==> src/rtl/core/quasi_pr_current_controller_macros.svh <==
// Assertion macros used by the controller top level.
`ifndef QUASI_PR_CURRENT_CONTROLLER_MACROS_SVH
`define QUASI_PR_CURRENT_CONTROLLER_MACROS_SVH

`ifndef NO_ASSERTIONS

// Same-cycle implication, checked on the rising edge of aclk outside reset.
`define QPRC_ASSERT_IMP(lbl, ante, cons, msg) \
    lbl: assert property (@(posedge aclk) disable iff (!aresetn) (ante) |-> (cons)) \
        else $error(msg);

// Next-cycle implication, checked on the rising edge of aclk outside reset.
`define QPRC_ASSERT_NXT(lbl, ante, cons, msg) \
    lbl: assert property (@(posedge aclk) disable iff (!aresetn) (ante) |=> (cons)) \
        else $error(msg);

`else

`define QPRC_ASSERT_IMP(lbl, ante, cons, msg)
`define QPRC_ASSERT_NXT(lbl, ante, cons, msg)

`endif

`endif

==> src/rtl/core/qprc_pkg.sv <==
// Types, constants and the step program shared by the controller modules.
`default_nettype none

package qprc_pkg;

    // Datapath widths.
    localparam int X_W      = 48;   // Q32.16 operand (delays, s, error)
    localparam int OPA_W    = 33;   // coefficient or gain, signed
    localparam int SPLIT    = 24;   // operand split point for the two passes
    localparam int OPB_W    = 25;   // one half of the operand plus a sign bit
    localparam int MUL_W    = OPA_W + OPB_W;
    localparam int PROD_W   = 81;   // full coefficient times operand product
    localparam int ACC_W    = 58;   // accumulator, holds the final sum
    localparam int E_W      = 17;   // reference minus measured
    localparam int IN_W     = 16;
    localparam int GAIN_W   = 24;
    localparam int COEF_W   = 32;
    localparam int CFG_W    = 32;
    localparam int IDX_W    = 3;
    localparam int STEP_W   = 5;
    localparam int COEF_FRAC = 30;
    localparam int GAIN_FRAC = 16;

    // Register indexes of the configuration port.
    localparam logic [IDX_W-1:0] REG_PROP_GAIN = 3'd0;
    localparam logic [IDX_W-1:0] REG_RES_GAIN  = 3'd1;
    localparam logic [IDX_W-1:0] REG_COEF_B0   = 3'd2;
    localparam logic [IDX_W-1:0] REG_COEF_B2   = 3'd3;
    localparam logic [IDX_W-1:0] REG_COEF_A1   = 3'd4;
    localparam logic [IDX_W-1:0] REG_COEF_A2   = 3'd5;
    localparam logic [IDX_W-1:0] REG_DRIVE_MAX = 3'd6;
    localparam logic [IDX_W-1:0] REG_DRIVE_MIN = 3'd7;

    localparam logic signed [IN_W-1:0] DRIVE_MAX_RST = 16'sh7FFF;
    localparam logic signed [IN_W-1:0] DRIVE_MIN_RST = 16'sh8000;

    typedef enum logic {
        ST_IDLE,
        ST_RUN
    } state_t;

    typedef enum logic [2:0] {
        ASEL_A1,
        ASEL_A2,
        ASEL_B0,
        ASEL_B2,
        ASEL_RG,
        ASEL_PG
    } asel_t;

    typedef enum logic [1:0] {
        XSEL_D1,
        XSEL_D2,
        XSEL_S,
        XSEL_E
    } xsel_t;

    typedef enum logic [1:0] {
        PROD_HOLD,
        PROD_LOAD,
        PROD_ADD
    } prod_op_t;

    typedef enum logic [2:0] {
        ACC_HOLD,
        ACC_E16,
        ACC_LOAD,
        ACC_ADD,
        ACC_SUB
    } acc_op_t;

    typedef enum logic [1:0] {
        SH_0,
        SH_16,
        SH_30
    } shift_t;

    typedef struct packed {
        logic     mul_en;
        logic     mul_hi;
        prod_op_t prod_op;
        shift_t   shift;
    } mac_ctrl_t;

    typedef struct packed {
        mac_ctrl_t mac;
        asel_t     a_sel;
        xsel_t     x_sel;
        acc_op_t   acc_op;
        logic      d_latch;
        logic      s_latch;
        logic      last;
    } ucode_t;

    typedef struct packed {
        ucode_t uc;
        logic   finish;
    } ctrl_t;

    typedef struct packed {
        logic        [GAIN_W-1:0] prop_gain;
        logic        [GAIN_W-1:0] res_gain;
        logic signed [COEF_W-1:0] coef_b0;
        logic signed [COEF_W-1:0] coef_b2;
        logic signed [COEF_W-1:0] coef_a1;
        logic signed [COEF_W-1:0] coef_a2;
        logic signed [IN_W-1:0]   drive_max;
        logic signed [IN_W-1:0]   drive_min;
    } cfg_t;

    // Saturate an accumulator value to the signed Q32.16 range.
    function automatic logic signed [X_W-1:0] sat48(input logic signed [ACC_W-1:0] v);
        logic signed [X_W-1:0] r;
        if (v[ACC_W-1:X_W-1] == {(ACC_W-X_W+1){v[ACC_W-1]}}) begin
            r = v[X_W-1:0];
        end else if (v[ACC_W-1]) begin
            r = {1'b1, {(X_W-1){1'b0}}};
        end else begin
            r = {1'b0, {(X_W-1){1'b1}}};
        end
        return r;
    endfunction

    // Step program. Each product is issued as a low pass and a high pass; the
    // product register loads the low pass from the multiplier register, then adds
    // the high pass shifted up, and the accumulator takes the completed product.
    function automatic ucode_t ucode(input logic [STEP_W-1:0] step);
        ucode_t uc;
        uc = '0;
        case (step)
            5'd0: begin
                uc.mac.mul_en = 1'b1; uc.a_sel = ASEL_A1; uc.x_sel = XSEL_D1;
                uc.acc_op = ACC_E16;
            end
            5'd1: begin
                uc.mac.mul_en = 1'b1; uc.mac.mul_hi = 1'b1;
                uc.a_sel = ASEL_A1; uc.x_sel = XSEL_D1;
                uc.mac.prod_op = PROD_LOAD;
            end
            5'd2: begin
                uc.mac.mul_en = 1'b1; uc.a_sel = ASEL_A2; uc.x_sel = XSEL_D2;
                uc.mac.prod_op = PROD_ADD;
            end
            5'd3: begin
                uc.mac.mul_en = 1'b1; uc.mac.mul_hi = 1'b1;
                uc.a_sel = ASEL_A2; uc.x_sel = XSEL_D2;
                uc.mac.prod_op = PROD_LOAD;
                uc.acc_op = ACC_SUB; uc.mac.shift = SH_30;
            end
            5'd4: begin
                uc.mac.mul_en = 1'b1; uc.a_sel = ASEL_B2; uc.x_sel = XSEL_D2;
                uc.mac.prod_op = PROD_ADD;
            end
            5'd5: begin
                uc.mac.mul_en = 1'b1; uc.mac.mul_hi = 1'b1;
                uc.a_sel = ASEL_B2; uc.x_sel = XSEL_D2;
                uc.mac.prod_op = PROD_LOAD;
                uc.acc_op = ACC_SUB; uc.mac.shift = SH_30;
            end
            5'd6: begin
                uc.mac.prod_op = PROD_ADD;
                uc.d_latch = 1'b1;
            end
            5'd7: begin
                uc.mac.mul_en = 1'b1; uc.a_sel = ASEL_B0; uc.x_sel = XSEL_D1;
                uc.acc_op = ACC_LOAD; uc.mac.shift = SH_30;
            end
            5'd8: begin
                uc.mac.mul_en = 1'b1; uc.mac.mul_hi = 1'b1;
                uc.a_sel = ASEL_B0; uc.x_sel = XSEL_D1;
                uc.mac.prod_op = PROD_LOAD;
            end
            5'd9: begin
                uc.mac.prod_op = PROD_ADD;
            end
            5'd10: begin
                uc.acc_op = ACC_ADD; uc.mac.shift = SH_30;
            end
            5'd11: begin
                uc.s_latch = 1'b1;
                uc.mac.mul_en = 1'b1; uc.a_sel = ASEL_PG; uc.x_sel = XSEL_E;
            end
            5'd12: begin
                uc.mac.mul_en = 1'b1; uc.mac.mul_hi = 1'b1;
                uc.a_sel = ASEL_PG; uc.x_sel = XSEL_E;
                uc.mac.prod_op = PROD_LOAD;
            end
            5'd13: begin
                uc.mac.mul_en = 1'b1; uc.a_sel = ASEL_RG; uc.x_sel = XSEL_S;
                uc.mac.prod_op = PROD_ADD;
            end
            5'd14: begin
                uc.mac.mul_en = 1'b1; uc.mac.mul_hi = 1'b1;
                uc.a_sel = ASEL_RG; uc.x_sel = XSEL_S;
                uc.mac.prod_op = PROD_LOAD;
                uc.acc_op = ACC_LOAD; uc.mac.shift = SH_0;
            end
            5'd15: begin
                uc.mac.prod_op = PROD_ADD;
            end
            5'd16: begin
                uc.acc_op = ACC_ADD; uc.mac.shift = SH_16;
            end
            5'd17: begin
                uc.last = 1'b1;
            end
            default: begin
                uc = '0;
            end
        endcase
        return uc;
    endfunction

endpackage

`default_nettype wire

==> src/rtl/core/qprc_cfg.sv <==
// Configuration register file of the controller.
`default_nettype none

module qprc_cfg (
    input  wire logic                          aclk,
    input  wire logic                          aresetn,
    input  wire logic                          cfg_wr_en,
    input  wire logic [qprc_pkg::IDX_W-1:0]    cfg_index,
    input  wire logic [qprc_pkg::CFG_W-1:0]    cfg_wr_data,
    output qprc_pkg::cfg_t                     cfg
);

    qprc_pkg::cfg_t cfg_reg;
    qprc_pkg::cfg_t cfg_next;

    always_comb begin
        cfg_next = cfg_reg;
        if (cfg_wr_en) begin
            case (cfg_index)
                qprc_pkg::REG_PROP_GAIN: cfg_next.prop_gain = cfg_wr_data[23:0];
                qprc_pkg::REG_RES_GAIN:  cfg_next.res_gain  = cfg_wr_data[23:0];
                qprc_pkg::REG_COEF_B0:   cfg_next.coef_b0   = cfg_wr_data;
                qprc_pkg::REG_COEF_B2:   cfg_next.coef_b2   = cfg_wr_data;
                qprc_pkg::REG_COEF_A1:   cfg_next.coef_a1   = cfg_wr_data;
                qprc_pkg::REG_COEF_A2:   cfg_next.coef_a2   = cfg_wr_data;
                qprc_pkg::REG_DRIVE_MAX: cfg_next.drive_max = cfg_wr_data[15:0];
                qprc_pkg::REG_DRIVE_MIN: cfg_next.drive_min = cfg_wr_data[15:0];
                default: cfg_next = cfg_reg;
            endcase
        end
    end

    always_ff @(posedge aclk) begin
        if (!aresetn) begin
            cfg_reg <= '{prop_gain: '0, res_gain: '0, coef_b0: '0, coef_b2: '0,
                         coef_a1: '0, coef_a2: '0,
                         drive_max: qprc_pkg::DRIVE_MAX_RST,
                         drive_min: qprc_pkg::DRIVE_MIN_RST};
        end else begin
            cfg_reg <= cfg_next;
        end
    end

    assign cfg = cfg_reg;

endmodule

`default_nettype wire

==> src/rtl/core/qprc_mac.sv <==
// Shared multiplier with product register and rounding shift.
`default_nettype none

module qprc_mac (
    input  wire logic                                 aclk,
    input  wire qprc_pkg::mac_ctrl_t                  ctrl,
    input  wire logic signed [qprc_pkg::OPA_W-1:0]    op_a,
    input  wire logic signed [qprc_pkg::X_W-1:0]      op_x,
    output logic signed [qprc_pkg::ACC_W-1:0]         prod_shifted
);

    logic signed [qprc_pkg::OPB_W-1:0]  op_b;
    logic signed [qprc_pkg::MUL_W-1:0]  mul_prod;
    logic signed [qprc_pkg::MUL_W-1:0]  mul_reg;
    logic signed [qprc_pkg::MUL_W-1:0]  mul_next;
    logic signed [qprc_pkg::PROD_W-1:0] mul_ext;
    logic signed [qprc_pkg::PROD_W-1:0] prod_reg;
    logic signed [qprc_pkg::PROD_W-1:0] prod_next;
    logic signed [qprc_pkg::PROD_W-1:0] prod_sh;

    // The low pass treats the lower half as unsigned; the high pass carries the sign.
    always_comb begin
        if (ctrl.mul_hi) begin
            op_b = {op_x[qprc_pkg::X_W-1], op_x[qprc_pkg::X_W-1:qprc_pkg::SPLIT]};
        end else begin
            op_b = {1'b0, op_x[qprc_pkg::SPLIT-1:0]};
        end
    end

    assign mul_prod = op_a * op_b;
    assign mul_next = ctrl.mul_en ? mul_prod : mul_reg;
    assign mul_ext  = qprc_pkg::PROD_W'(mul_reg);

    always_comb begin
        case (ctrl.prod_op)
            qprc_pkg::PROD_LOAD: prod_next = mul_ext;
            qprc_pkg::PROD_ADD:  prod_next = prod_reg + (mul_ext <<< qprc_pkg::SPLIT);
            default:             prod_next = prod_reg;
        endcase
    end

    // Arithmetic right shift rounds toward minus infinity.
    always_comb begin
        case (ctrl.shift)
            qprc_pkg::SH_30: prod_sh = prod_reg >>> qprc_pkg::COEF_FRAC;
            qprc_pkg::SH_16: prod_sh = prod_reg >>> qprc_pkg::GAIN_FRAC;
            default:         prod_sh = prod_reg;
        endcase
    end

    assign prod_shifted = prod_sh[qprc_pkg::ACC_W-1:0];

    always_ff @(posedge aclk) begin
        mul_reg  <= mul_next;
        prod_reg <= prod_next;
    end

endmodule

`default_nettype wire

==> src/rtl/core/qprc_seq.sv <==
// Sequencer that steps the shared unit through one sample.
`default_nettype none

module qprc_seq (
    input  wire logic        aclk,
    input  wire logic        aresetn,
    input  wire logic        s_valid,
    input  wire logic        out_free,
    output logic             s_ready,
    output qprc_pkg::ctrl_t  ctrl
);

    qprc_pkg::state_t                 state_reg;
    qprc_pkg::state_t                 state_next;
    logic [qprc_pkg::STEP_W-1:0]      step_reg;
    logic [qprc_pkg::STEP_W-1:0]      step_next;

    always_ff @(posedge aclk) begin
        if (!aresetn) begin
            state_reg <= qprc_pkg::ST_IDLE;
            step_reg  <= '0;
        end else begin
            state_reg <= state_next;
            step_reg  <= step_next;
        end
    end

    always_comb begin
        state_next  = state_reg;
        step_next   = step_reg;
        s_ready     = 1'b0;
        ctrl        = '0;
        case (state_reg)
            qprc_pkg::ST_IDLE: begin
                s_ready = 1'b1;
                if (s_valid) begin
                    state_next = qprc_pkg::ST_RUN;
                    step_next  = '0;
                end
            end
            qprc_pkg::ST_RUN: begin
                ctrl.uc = qprc_pkg::ucode(step_reg);
                if (!ctrl.uc.last) begin
                    step_next = step_reg + 1'b1;
                end else if (out_free) begin
                    ctrl.finish = 1'b1;
                    state_next  = qprc_pkg::ST_IDLE;
                end
            end
            default: begin
                state_next = qprc_pkg::ST_IDLE;
            end
        endcase
    end

endmodule

`default_nettype wire

==> src/rtl/core/quasi_pr_current_controller.sv <==
// Top level of the quasi proportional-resonant current controller.
`default_nettype none
`include "quasi_pr_current_controller_macros.svh"

// Quasi proportional-resonant controller, one sample per input beat. The
// error is reference minus measured; the drive is prop_gain times the error
// plus res_gain times the output of a biquad with b1 fixed at zero, clamped
// to [drive_min, drive_max], with m_clamped set when a limit was applied.
// Gains are unsigned Q8.16, biquad coefficients signed Q2.30, and the two
// delay registers hold signed Q32.16 values that saturate instead of
// wrapping. Every product but the proportional one, which is exact in Q.16,
// is rounded toward minus infinity before it is summed. All six products go
// through a single 33 x 25 bit multiplier, two passes per product, under an
// 18-step sequencer, which works on one sample at a time: s_ready is high
// only while the sequencer is idle. The result sits in an output register,
// so the next input beat is accepted while an earlier result still waits
// for m_ready; the sequencer only holds at its final step if that register
// is still full and m_ready is low. Configuration registers
// are written through cfg_wr_en, cfg_index and cfg_wr_data with no wait
// state; they must only be written while no sample is in flight. Software
// computes the coefficients, including the pre-warped tangent term.
module quasi_pr_current_controller (
    input  wire logic                                  aclk,
    input  wire logic                                  aresetn,

    input  wire logic                                  cfg_wr_en,
    input  wire logic [qprc_pkg::IDX_W-1:0]            cfg_index,
    input  wire logic [qprc_pkg::CFG_W-1:0]            cfg_wr_data,

    input  wire logic                                  s_valid,
    output logic                                       s_ready,
    input  wire logic signed [qprc_pkg::IN_W-1:0]      s_reference,
    input  wire logic signed [qprc_pkg::IN_W-1:0]      s_measured,

    output logic                                       m_valid,
    input  wire logic                                  m_ready,
    output logic signed [qprc_pkg::IN_W-1:0]           m_drive,
    output logic                                       m_clamped
);

    qprc_pkg::cfg_t  cfg;
    qprc_pkg::ctrl_t ctrl;

    logic                                 out_free;
    logic signed [qprc_pkg::OPA_W-1:0]    op_a;
    logic signed [qprc_pkg::X_W-1:0]      op_x;
    logic signed [qprc_pkg::ACC_W-1:0]    prod_shifted;

    logic signed [qprc_pkg::E_W-1:0]      e_reg;
    logic signed [qprc_pkg::E_W-1:0]      e_next;
    logic signed [qprc_pkg::ACC_W-1:0]    acc_reg;
    logic signed [qprc_pkg::ACC_W-1:0]    acc_next;
    logic signed [qprc_pkg::X_W-1:0]      delay_one_reg;
    logic signed [qprc_pkg::X_W-1:0]      delay_two_reg;
    logic signed [qprc_pkg::X_W-1:0]      s_reg;

    logic signed [qprc_pkg::ACC_W-1:0]    limit_hi;
    logic signed [qprc_pkg::ACC_W-1:0]    limit_lo;
    logic signed [qprc_pkg::ACC_W-1:0]    sum_floor;
    logic                                 m_valid_reg;
    logic                                 m_valid_next;
    logic signed [qprc_pkg::IN_W-1:0]     m_drive_reg;
    logic signed [qprc_pkg::IN_W-1:0]     m_drive_next;
    logic                                 m_clamped_reg;
    logic                                 m_clamped_next;

    qprc_cfg u_cfg (
        .aclk        (aclk),
        .aresetn     (aresetn),
        .cfg_wr_en   (cfg_wr_en),
        .cfg_index   (cfg_index),
        .cfg_wr_data (cfg_wr_data),
        .cfg         (cfg)
    );

    assign out_free = !m_valid_reg || m_ready;

    qprc_seq u_seq (
        .aclk     (aclk),
        .aresetn  (aresetn),
        .s_valid  (s_valid),
        .out_free (out_free),
        .s_ready  (s_ready),
        .ctrl     (ctrl)
    );

    // Operand selection for the shared multiplier. Gains are unsigned, so
    // they are zero extended into the signed operand.
    always_comb begin
        case (ctrl.uc.a_sel)
            qprc_pkg::ASEL_A1: op_a = qprc_pkg::OPA_W'(cfg.coef_a1);
            qprc_pkg::ASEL_A2: op_a = qprc_pkg::OPA_W'(cfg.coef_a2);
            qprc_pkg::ASEL_B0: op_a = qprc_pkg::OPA_W'(cfg.coef_b0);
            qprc_pkg::ASEL_B2: op_a = qprc_pkg::OPA_W'(cfg.coef_b2);
            qprc_pkg::ASEL_RG: op_a = {{(qprc_pkg::OPA_W-qprc_pkg::GAIN_W){1'b0}}, cfg.res_gain};
            qprc_pkg::ASEL_PG: op_a = {{(qprc_pkg::OPA_W-qprc_pkg::GAIN_W){1'b0}}, cfg.prop_gain};
            default:           op_a = '0;
        endcase
    end

    always_comb begin
        case (ctrl.uc.x_sel)
            qprc_pkg::XSEL_D1: op_x = delay_one_reg;
            qprc_pkg::XSEL_D2: op_x = delay_two_reg;
            qprc_pkg::XSEL_S:  op_x = s_reg;
            qprc_pkg::XSEL_E:  op_x = qprc_pkg::X_W'(e_reg);
            default:           op_x = '0;
        endcase
    end

    qprc_mac u_mac (
        .aclk         (aclk),
        .ctrl         (ctrl.uc.mac),
        .op_a         (op_a),
        .op_x         (op_x),
        .prod_shifted (prod_shifted)
    );

    // The error is captured exactly, one bit wider than the inputs.
    assign e_next = (s_valid && s_ready)
                  ? (qprc_pkg::E_W'(s_reference) - qprc_pkg::E_W'(s_measured))
                  : e_reg;

    // Accumulator: builds w, then s, then the final sum in Q.16.
    always_comb begin
        case (ctrl.uc.acc_op)
            qprc_pkg::ACC_E16:  acc_next = qprc_pkg::ACC_W'(e_reg) <<< qprc_pkg::GAIN_FRAC;
            qprc_pkg::ACC_LOAD: acc_next = prod_shifted;
            qprc_pkg::ACC_ADD:  acc_next = acc_reg + prod_shifted;
            qprc_pkg::ACC_SUB:  acc_next = acc_reg - prod_shifted;
            default:            acc_next = acc_reg;
        endcase
    end

    always_ff @(posedge aclk) begin
        e_reg   <= e_next;
        acc_reg <= acc_next;
        if (ctrl.uc.s_latch) begin
            s_reg <= qprc_pkg::sat48(acc_reg);
        end
    end

    // Biquad state: the new w enters delay one once the feedback part is done.
    always_ff @(posedge aclk) begin
        if (!aresetn) begin
            delay_one_reg <= '0;
            delay_two_reg <= '0;
        end else if (ctrl.uc.d_latch) begin
            delay_two_reg <= delay_one_reg;
            delay_one_reg <= qprc_pkg::sat48(acc_reg);
        end
    end

    // Clamp. The upper limit is tested first, so crossed limits resolve to
    // drive_max whenever the sum exceeds it.
    assign limit_hi  = qprc_pkg::ACC_W'(cfg.drive_max) <<< qprc_pkg::GAIN_FRAC;
    assign limit_lo  = qprc_pkg::ACC_W'(cfg.drive_min) <<< qprc_pkg::GAIN_FRAC;
    assign sum_floor = acc_reg >>> qprc_pkg::GAIN_FRAC;

    always_comb begin
        m_valid_next   = m_valid_reg && !m_ready;
        m_drive_next   = m_drive_reg;
        m_clamped_next = m_clamped_reg;
        if (ctrl.finish) begin
            m_valid_next = 1'b1;
            if (acc_reg > limit_hi) begin
                m_drive_next   = cfg.drive_max;
                m_clamped_next = 1'b1;
            end else if (acc_reg < limit_lo) begin
                m_drive_next   = cfg.drive_min;
                m_clamped_next = 1'b1;
            end else begin
                m_drive_next   = sum_floor[qprc_pkg::IN_W-1:0];
                m_clamped_next = 1'b0;
            end
        end
    end

    always_ff @(posedge aclk) begin
        if (!aresetn) begin
            m_valid_reg <= 1'b0;
        end else begin
            m_valid_reg <= m_valid_next;
        end
        m_drive_reg   <= m_drive_next;
        m_clamped_reg <= m_clamped_next;
    end

    assign m_valid   = m_valid_reg;
    assign m_drive   = m_drive_reg;
    assign m_clamped = m_clamped_reg;

    // A finished sample always lands in the output register.
    `QPRC_ASSERT_NXT(a_finish_loads_out, ctrl.finish, m_valid_reg, "finished sample not presented")

    // A clamped result carries one of the limits in force when it was formed.
    `QPRC_ASSERT_NXT(a_clamp_is_limit, ctrl.finish, !m_clamped_reg || m_drive_reg == $past(cfg.drive_max) || m_drive_reg == $past(cfg.drive_min), "clamped drive is not a limit")

    // The biquad state moves only at its latch step.
    `QPRC_ASSERT_NXT(a_delay_hold, !ctrl.uc.d_latch, $stable(delay_one_reg) && $stable(delay_two_reg), "delay state changed outside its step")

endmodule

`default_nettype wire

==> config.mk <==
export PLATFORM = sky130hd
export DESIGN_NAME = quasi_pr_current_controller
export DESIGN_NICKNAME = d
export VERILOG_FILES = /design/src/rtl/core/qprc_pkg.sv /design/src/rtl/core/qprc_cfg.sv /design/src/rtl/core/qprc_mac.sv /design/src/rtl/core/qprc_seq.sv /design/src/rtl/core/quasi_pr_current_controller.sv
export VERILOG_INCLUDE_DIRS = /design/src /design/src/rtl/core
export SDC_FILE = /design/constraint.sdc
export NUM_CORES = 2
export LEC_CHECK = 0
export BUFFER_PORTS_ARGS = -buffer_cell sky130_fd_sc_hd__buf_2
export CORE_MARGIN = 5
export CORE_UTILIZATION = 65
export CTS_CLUSTER_DIAMETER = 60
export DETAILED_ROUTE_END_ITERATION = 8
export PLACE_DENSITY = 0.82
export SLEW_MARGIN = 20
export SYNTH_ARGS = -nofsm -noshare
export SYNTH_HDL_FRONTEND = slang
export SYNTH_SLANG_ARGS = --single-unit
==> constraint.sdc <==
create_clock -name aclk -period 13.4 [get_ports aclk]
set_input_delay 1.34 -clock aclk [delete_from_list [all_inputs] [get_ports aclk]]
set_output_delay 1.34 -clock aclk [all_outputs]
set_load 0.005 [all_outputs]
# Yosys cells after proc, flatten, opt, wreduce, memory -nomap -nowiden
# Cells that the tools add are included.
# totals
inputBits	72
mem_count	0
out_inout_bits	19
ramBits	0
register_bits	590
word_cells	137
mem_bits_ro	0
latch_bits	0
# classes
n_addsub	5
mul	1
reduce_logical	32
muxes	33
n_eq_ne	43
magnitude_cmp	2
bitwise_logic	1
shift	0
n_div	0
# op_table
operator	count
$pmux 58 s4	1
$pmux 33 s6	1
$pmux 48 s4	1
$pmux 81 s2	1
$pmux 58 s2	1
$mux 48	2
$add 81x81->81	1
$add 58x58->58	1
$gt 58x32->1	1
$lt 58x32->1	1
$mul 33x25->58	1
$sub 58x58->58	1
$eq 5x4->1 const B	8
$mux 16	2
$mux 25	1
$pmux 5 s5	1
$eq 3x3->1 const B	7
$eq 5x3->1 const B	4
$eq 3x2->1 const B	6
$mux 18	1
$reduce_and 2->1	9
$sub 16x16->17	1
$reduce_or 2->1	8
$mux 1	14
26 further kinds	42

# Logic depth before layout (Yosys ltp)
# depth
depth_word	9
ltp_mapped	42
mapped_depth_nobuf	38

# Cells and area by module
# A second synthesis with hierarchy kept.
# hier_totals
hier_cells	6916
hier_area_um2	65519.1
# modules_own_cells
module	seq_area_each_um2	n_inst	area_each_um2	cells_each
qprc_mac	4174.0	1	38424.4	4096
quasi_pr_current_controller	6145.9	1	18709.2	1988
qprc_cfg	4164.0	1	7634.8	735
qprc_seq	120.1	1	750.7	97

# Worst setup path before layout
# No wires, ideal clock.
# synth_path
path_kind	register to register
startpoint	register u_seq.step_reg[0] (netlist name)
endpoint	register u_mac.mul_reg[57] (netlist name) (data pin)
path_slack_ps	4059
path_buffers	3
setup_time_ps	266
required_ps	13134
period_less_slack_ps	9341
path_stages_with_launch	39
t_arrival_ps	9074
path_cell_list	dfxtp_1 > inv_1 > ha_1 > buf_2 > nor3_1 > a2111oi_4 > nor4_1 > clkbuf_1 > nand2_1 > o21ai_0 > a221oi_1 > a21oi_1 > clkbuf_1 > nand2_1 > fa_1 > inv_1 > fa_1 > inv_1 > [... 3 more ...] > inv_1 > fa_1 > inv_1 > fa_1 > inv_1 > ha_1 > nand4_1 > nor3_1 > o211ai_1 > a211oi_1 > nor3b_1 > o21ai_1 > a31oi_1 > o41ai_1 > a21oi_1 > o21ai_1 > mux2i_1 > nand4_1
# synth_via
elab_chain_cells	8
elab_cells_between_ends	34
cone_classes	mul: 1; eq/ne: 19; mux: 6; reduce/logical: 8
# synth_lines
item	line_no	source
start: declaration	qprc_seq.sv:15	logic [qprc_pkg::STEP_W-1:0] step_reg;
start signal: assignment	qprc_seq.sv:24	step_reg <= step_next;
$eq 5x4->1 (tied with other cells)	qprc_pkg.sv:130	case (step)
$reduce_or 2->1 (no source line)	--	
$pmux 5 s5	qprc_pkg.sv:130	
$mux 18 *	qprc_seq.sv:33	case (state_reg)
$eq 2x2->1 (tied with other cells)	quasi_pr_current_controller.sv:102	case (ctrl.uc.x_sel)
$pmux 48 s4	quasi_pr_current_controller.sv:102	
$mux 25	qprc_mac.sv:23	if (ctrl.mul_hi) begin
$mul 33x25->58 *	qprc_mac.sv:30	assign mul_prod = op_a * op_b;
net u_mac.mul_prod, one bit	qprc_mac.sv:13	logic signed [qprc_pkg::MUL_W-1:0] mul_prod;
end signal: assignment	qprc_mac.sv:54	mul_reg <= mul_next;
end: declaration	qprc_mac.sv:14	logic signed [qprc_pkg::MUL_W-1:0] mul_reg;
# The timed path passes the listed nets; every way through them passes the cells marked *.
# A chain may end at the register's enable or synchronous reset.

# Worst setup path in the final report
# layout_path
startpoint	register u_seq.step_reg[1] (netlist name)
endpoint	register u_mac.mul_reg[57] (netlist name) (data pin)
# Same word-level chain as after synthesis.

==> impl_metrics.json <==
{
  "async_flop_share_pct": 0,
  "dieArea_um2": 105000,
  "fin_crit_ns": 11.58,
  "cpMostUsedCell": "fa_1",
  "drt_iter0_markers": 6376,
  "synth_area_um2": 64200,
  "wire_per_inst_um": 24.4,
  "crit_slowest_cell": "a2111o_1",
  "synth.area.top_cells": "fa_1 26%, edfxtp_1 13%, dfxtp_1 9.7%",
  "largest_register_ffs": 208,
  "endpoint_kind": "flip-flop",
  "vias": 54100,
  "yosysTopAreaCell": "fa_1",
  "hold_viol_final": 0,
  "cts_hold_buf": 0,
  "synth-edff-count": 279,
  "worstPathMaxFanout": 56,
  "drt-pass1-iter-count": 9,
  "fin_skew_ns": 0.0326,
  "ys_seq_area_share_pct": 22.8,
  "fin_nets": 8337,
  "layout-drive-gt1-share_pct": 6.44,
  "yosysTopAreaCellShare_pct": 25.9,
  "ys_warn_count": 0,
  "fp.dieH_um": 324,
  "grt_pass1_vias": 53700,
  "worst-setup-path-type": "flip-flop to flip-flop",
  "rsz0062_at_grt": "false",
  "wl_um": 205000,
  "grt_max_degree": 174,
  "areaGrowthSynthToFinish_pct": 5.94,
  "syn_avg_cell_area_um2": 8.90,
  "cts_max_level": 3,
  "cts_tree": "built",
  "synth.net_count": 8492,
  "cp-start-kind": "flip-flop",
  "setup_viol": 0,
  "die_x_um": 324,
  "row_count": 115,
  "ctsResizeCount": 0,
  "worstPathArrival_ns": 11.94,
  "worst_slew_pin_slew_ns": 1.21,
  "dpl.hpwl_um": 153000,
  "drv_cap": 0,
  "critical_path.max_stage_delay_ns": 0.71,
  "synthFlopType": "dfxtp_1",
  "clkLatencyLatePin_ns": 0.65,
  "grt_overflow": 0,
  "design.core.area_um2": 98100,
  "drc": 0,
  "cts.sinks": 590,
  "antenna_found_initial": 6,
  "io_buffers": 90,
  "syn_inst": 7213,
  "cts_root_buf": "clkbuf_16",
  "ant_nets": 0,
  "final_common_cell": "nand2_1",
  "clock_path_buffers": 3,
  "final_cell_mix": "1299 x nand2_1, 992 x inv_1, 830 x fa_1",
  "total_power_mw": 4.80,
  "status": "finished clean",
  "cts-buffers-inserted": 69,
  "fin_crit_sh_pct": 86.4,
  "power_density_nw_per_um2": 70.5,
  "maxSlewViolCount": 0,
  "cp.required_ns": 13.77,
  "grt_pass1_wl_um": 312000,
  "clock.fmax_mhz": 86.4,
  "track_usage_pct": 38.8,
  "ios": 91,
  "slew_headroom_pct": 18.6,
  "start_util_pct": 65.4,
  "clkTransAtPathRegs_ns": 0.07,
  "viasPerCell": 6.43,
  "min_path_type": "flip-flop to flip-flop",
  "synth_cell_type_count": 98,
  "ys_ff_latch": 590,
  "place_congestion": 0.993,
  "p_leak_nw": 30.2,
  "cts_setup_buffers": 0,
  "setup-tns-final_ns": 0,
  "vdd_drop_max_mv": 0.0760
}
==> cell families after synthesis <==
| kind of cell | count (synthesis) | share of synthesized area [%] |
|---|---|---|
| AOI/OAI and AO/OA | 1399 | 15.3 |
| xor gates and xnor gates | 229 | 3.13 |
| adders and majority gates | 1207 | 33.2 |
| buffers and inverters | 1407 | 8.56 |
| DFF | 590 | 22.8 |
| muxes | 137 | 2.25 |
| and+or+nand+nor | 2244 | 14.8 |
==> layer usage <==
metal	routed length, µm	vias to the layer above	share of wire, %	track usage, %
li1	-	23300	-	-
met1	72600	26300	35	49.7
met2	90200	3516	44	59.3
met3	26300	938	13	10.7
met4	15800	8	7.7	23.5
met5	58	-	0.028	0
==> worst max-delay path: cells and delay by family (launching register included) <==
family / cells / cell delay (ns)
fa+ha+maj: 9 / 4.25
compound gates: 11 / 3.71
buf+inv: 8 / 1.39
simple gates: 7 / 1.29
flops: 1 / 0.36
mux: 1 / 0.22
==> synth_stat cells (62+ instances only) <==
library cell	count
a21o_1	178
ha_1	377
buf_2	62
a21oi_1	251
xor2_1	101
fa_1	830
nand2_1	1299
xnor2_1	128
a21boi_0	301
dfxtp_1	311
edfxtp_1	279
nor2b_1	68
inv_1	993
clkbuf_1	292
a221o_1	72
nor2_1	517
o21ai_0	167
nand2b_1	63
mux2i_1	79
==> per-stage QoR <==
step | utilization, % | worst slack (ns) | instances | hold slack [ns] | instance area [µm²]
2_1_floorplan | - | 4.06 | 7213 | 0.440 | 64200
3_3_place_gp | 66.8 | 2.16 | 8270 | 0.450 | 65500
3_5_place_dp | 66.8 | 2.13 | 8273 | 0.459 | 65600
4_1_cts | 69.2 | 2.06 | 8398 | 0.467 | 67900
5_1_grt | 69.3 | 1.37 | 8399 | 0.483 | 68000
6_report | 69.3 | 1.82 | 8402 | 0.461 | 68000
==> final timing paths <==
| path | from | endpoint | slack, ns | cells after the start |
|---|---|---|---|---|
| worst max-delay path | u_seq.step_reg[1]$_SDFFE_PN0P_ | u_mac.mul_reg[57]$_DFFE_PP_ | 1.82 | 36 |
| worst min-delay path | u_cfg.cfg[111]$_SDFFE_PN0P_ | u_cfg.cfg[111]$_SDFFE_PN0P_ | 0.46 | 2 |
| worst max register to register | u_seq.step_reg[1]$_SDFFE_PN0P_ | u_mac.mul_reg[57]$_DFFE_PP_ | 1.82 | 36 |
| worst min register to register | u_cfg.cfg[111]$_SDFFE_PN0P_ | u_cfg.cfg[111]$_SDFFE_PN0P_ | 0.46 | 2 |
==> area by class of cell <==
cell class | count | area (µm²)
diodes | 3 | 7.51
repair buffers | 183 | 1210
clock buffers | 86 | 1890
flip-flops and latches | 590 | 14600
well taps | 1287 | 1610
inverters | 998 | 3750
clock inverters | 39 | 457
multi-input cells | 5216 | 44500
fillers | 7498 | 30100
==> where the power goes <==
part,total (mW),switching (mW),internal (mW)
Combinational,0.788,0.503,0.285
Clock,1.97,0.833,1.14
Sequential,2.04,0.0786,1.96
(Power assumes the default switching activity.)
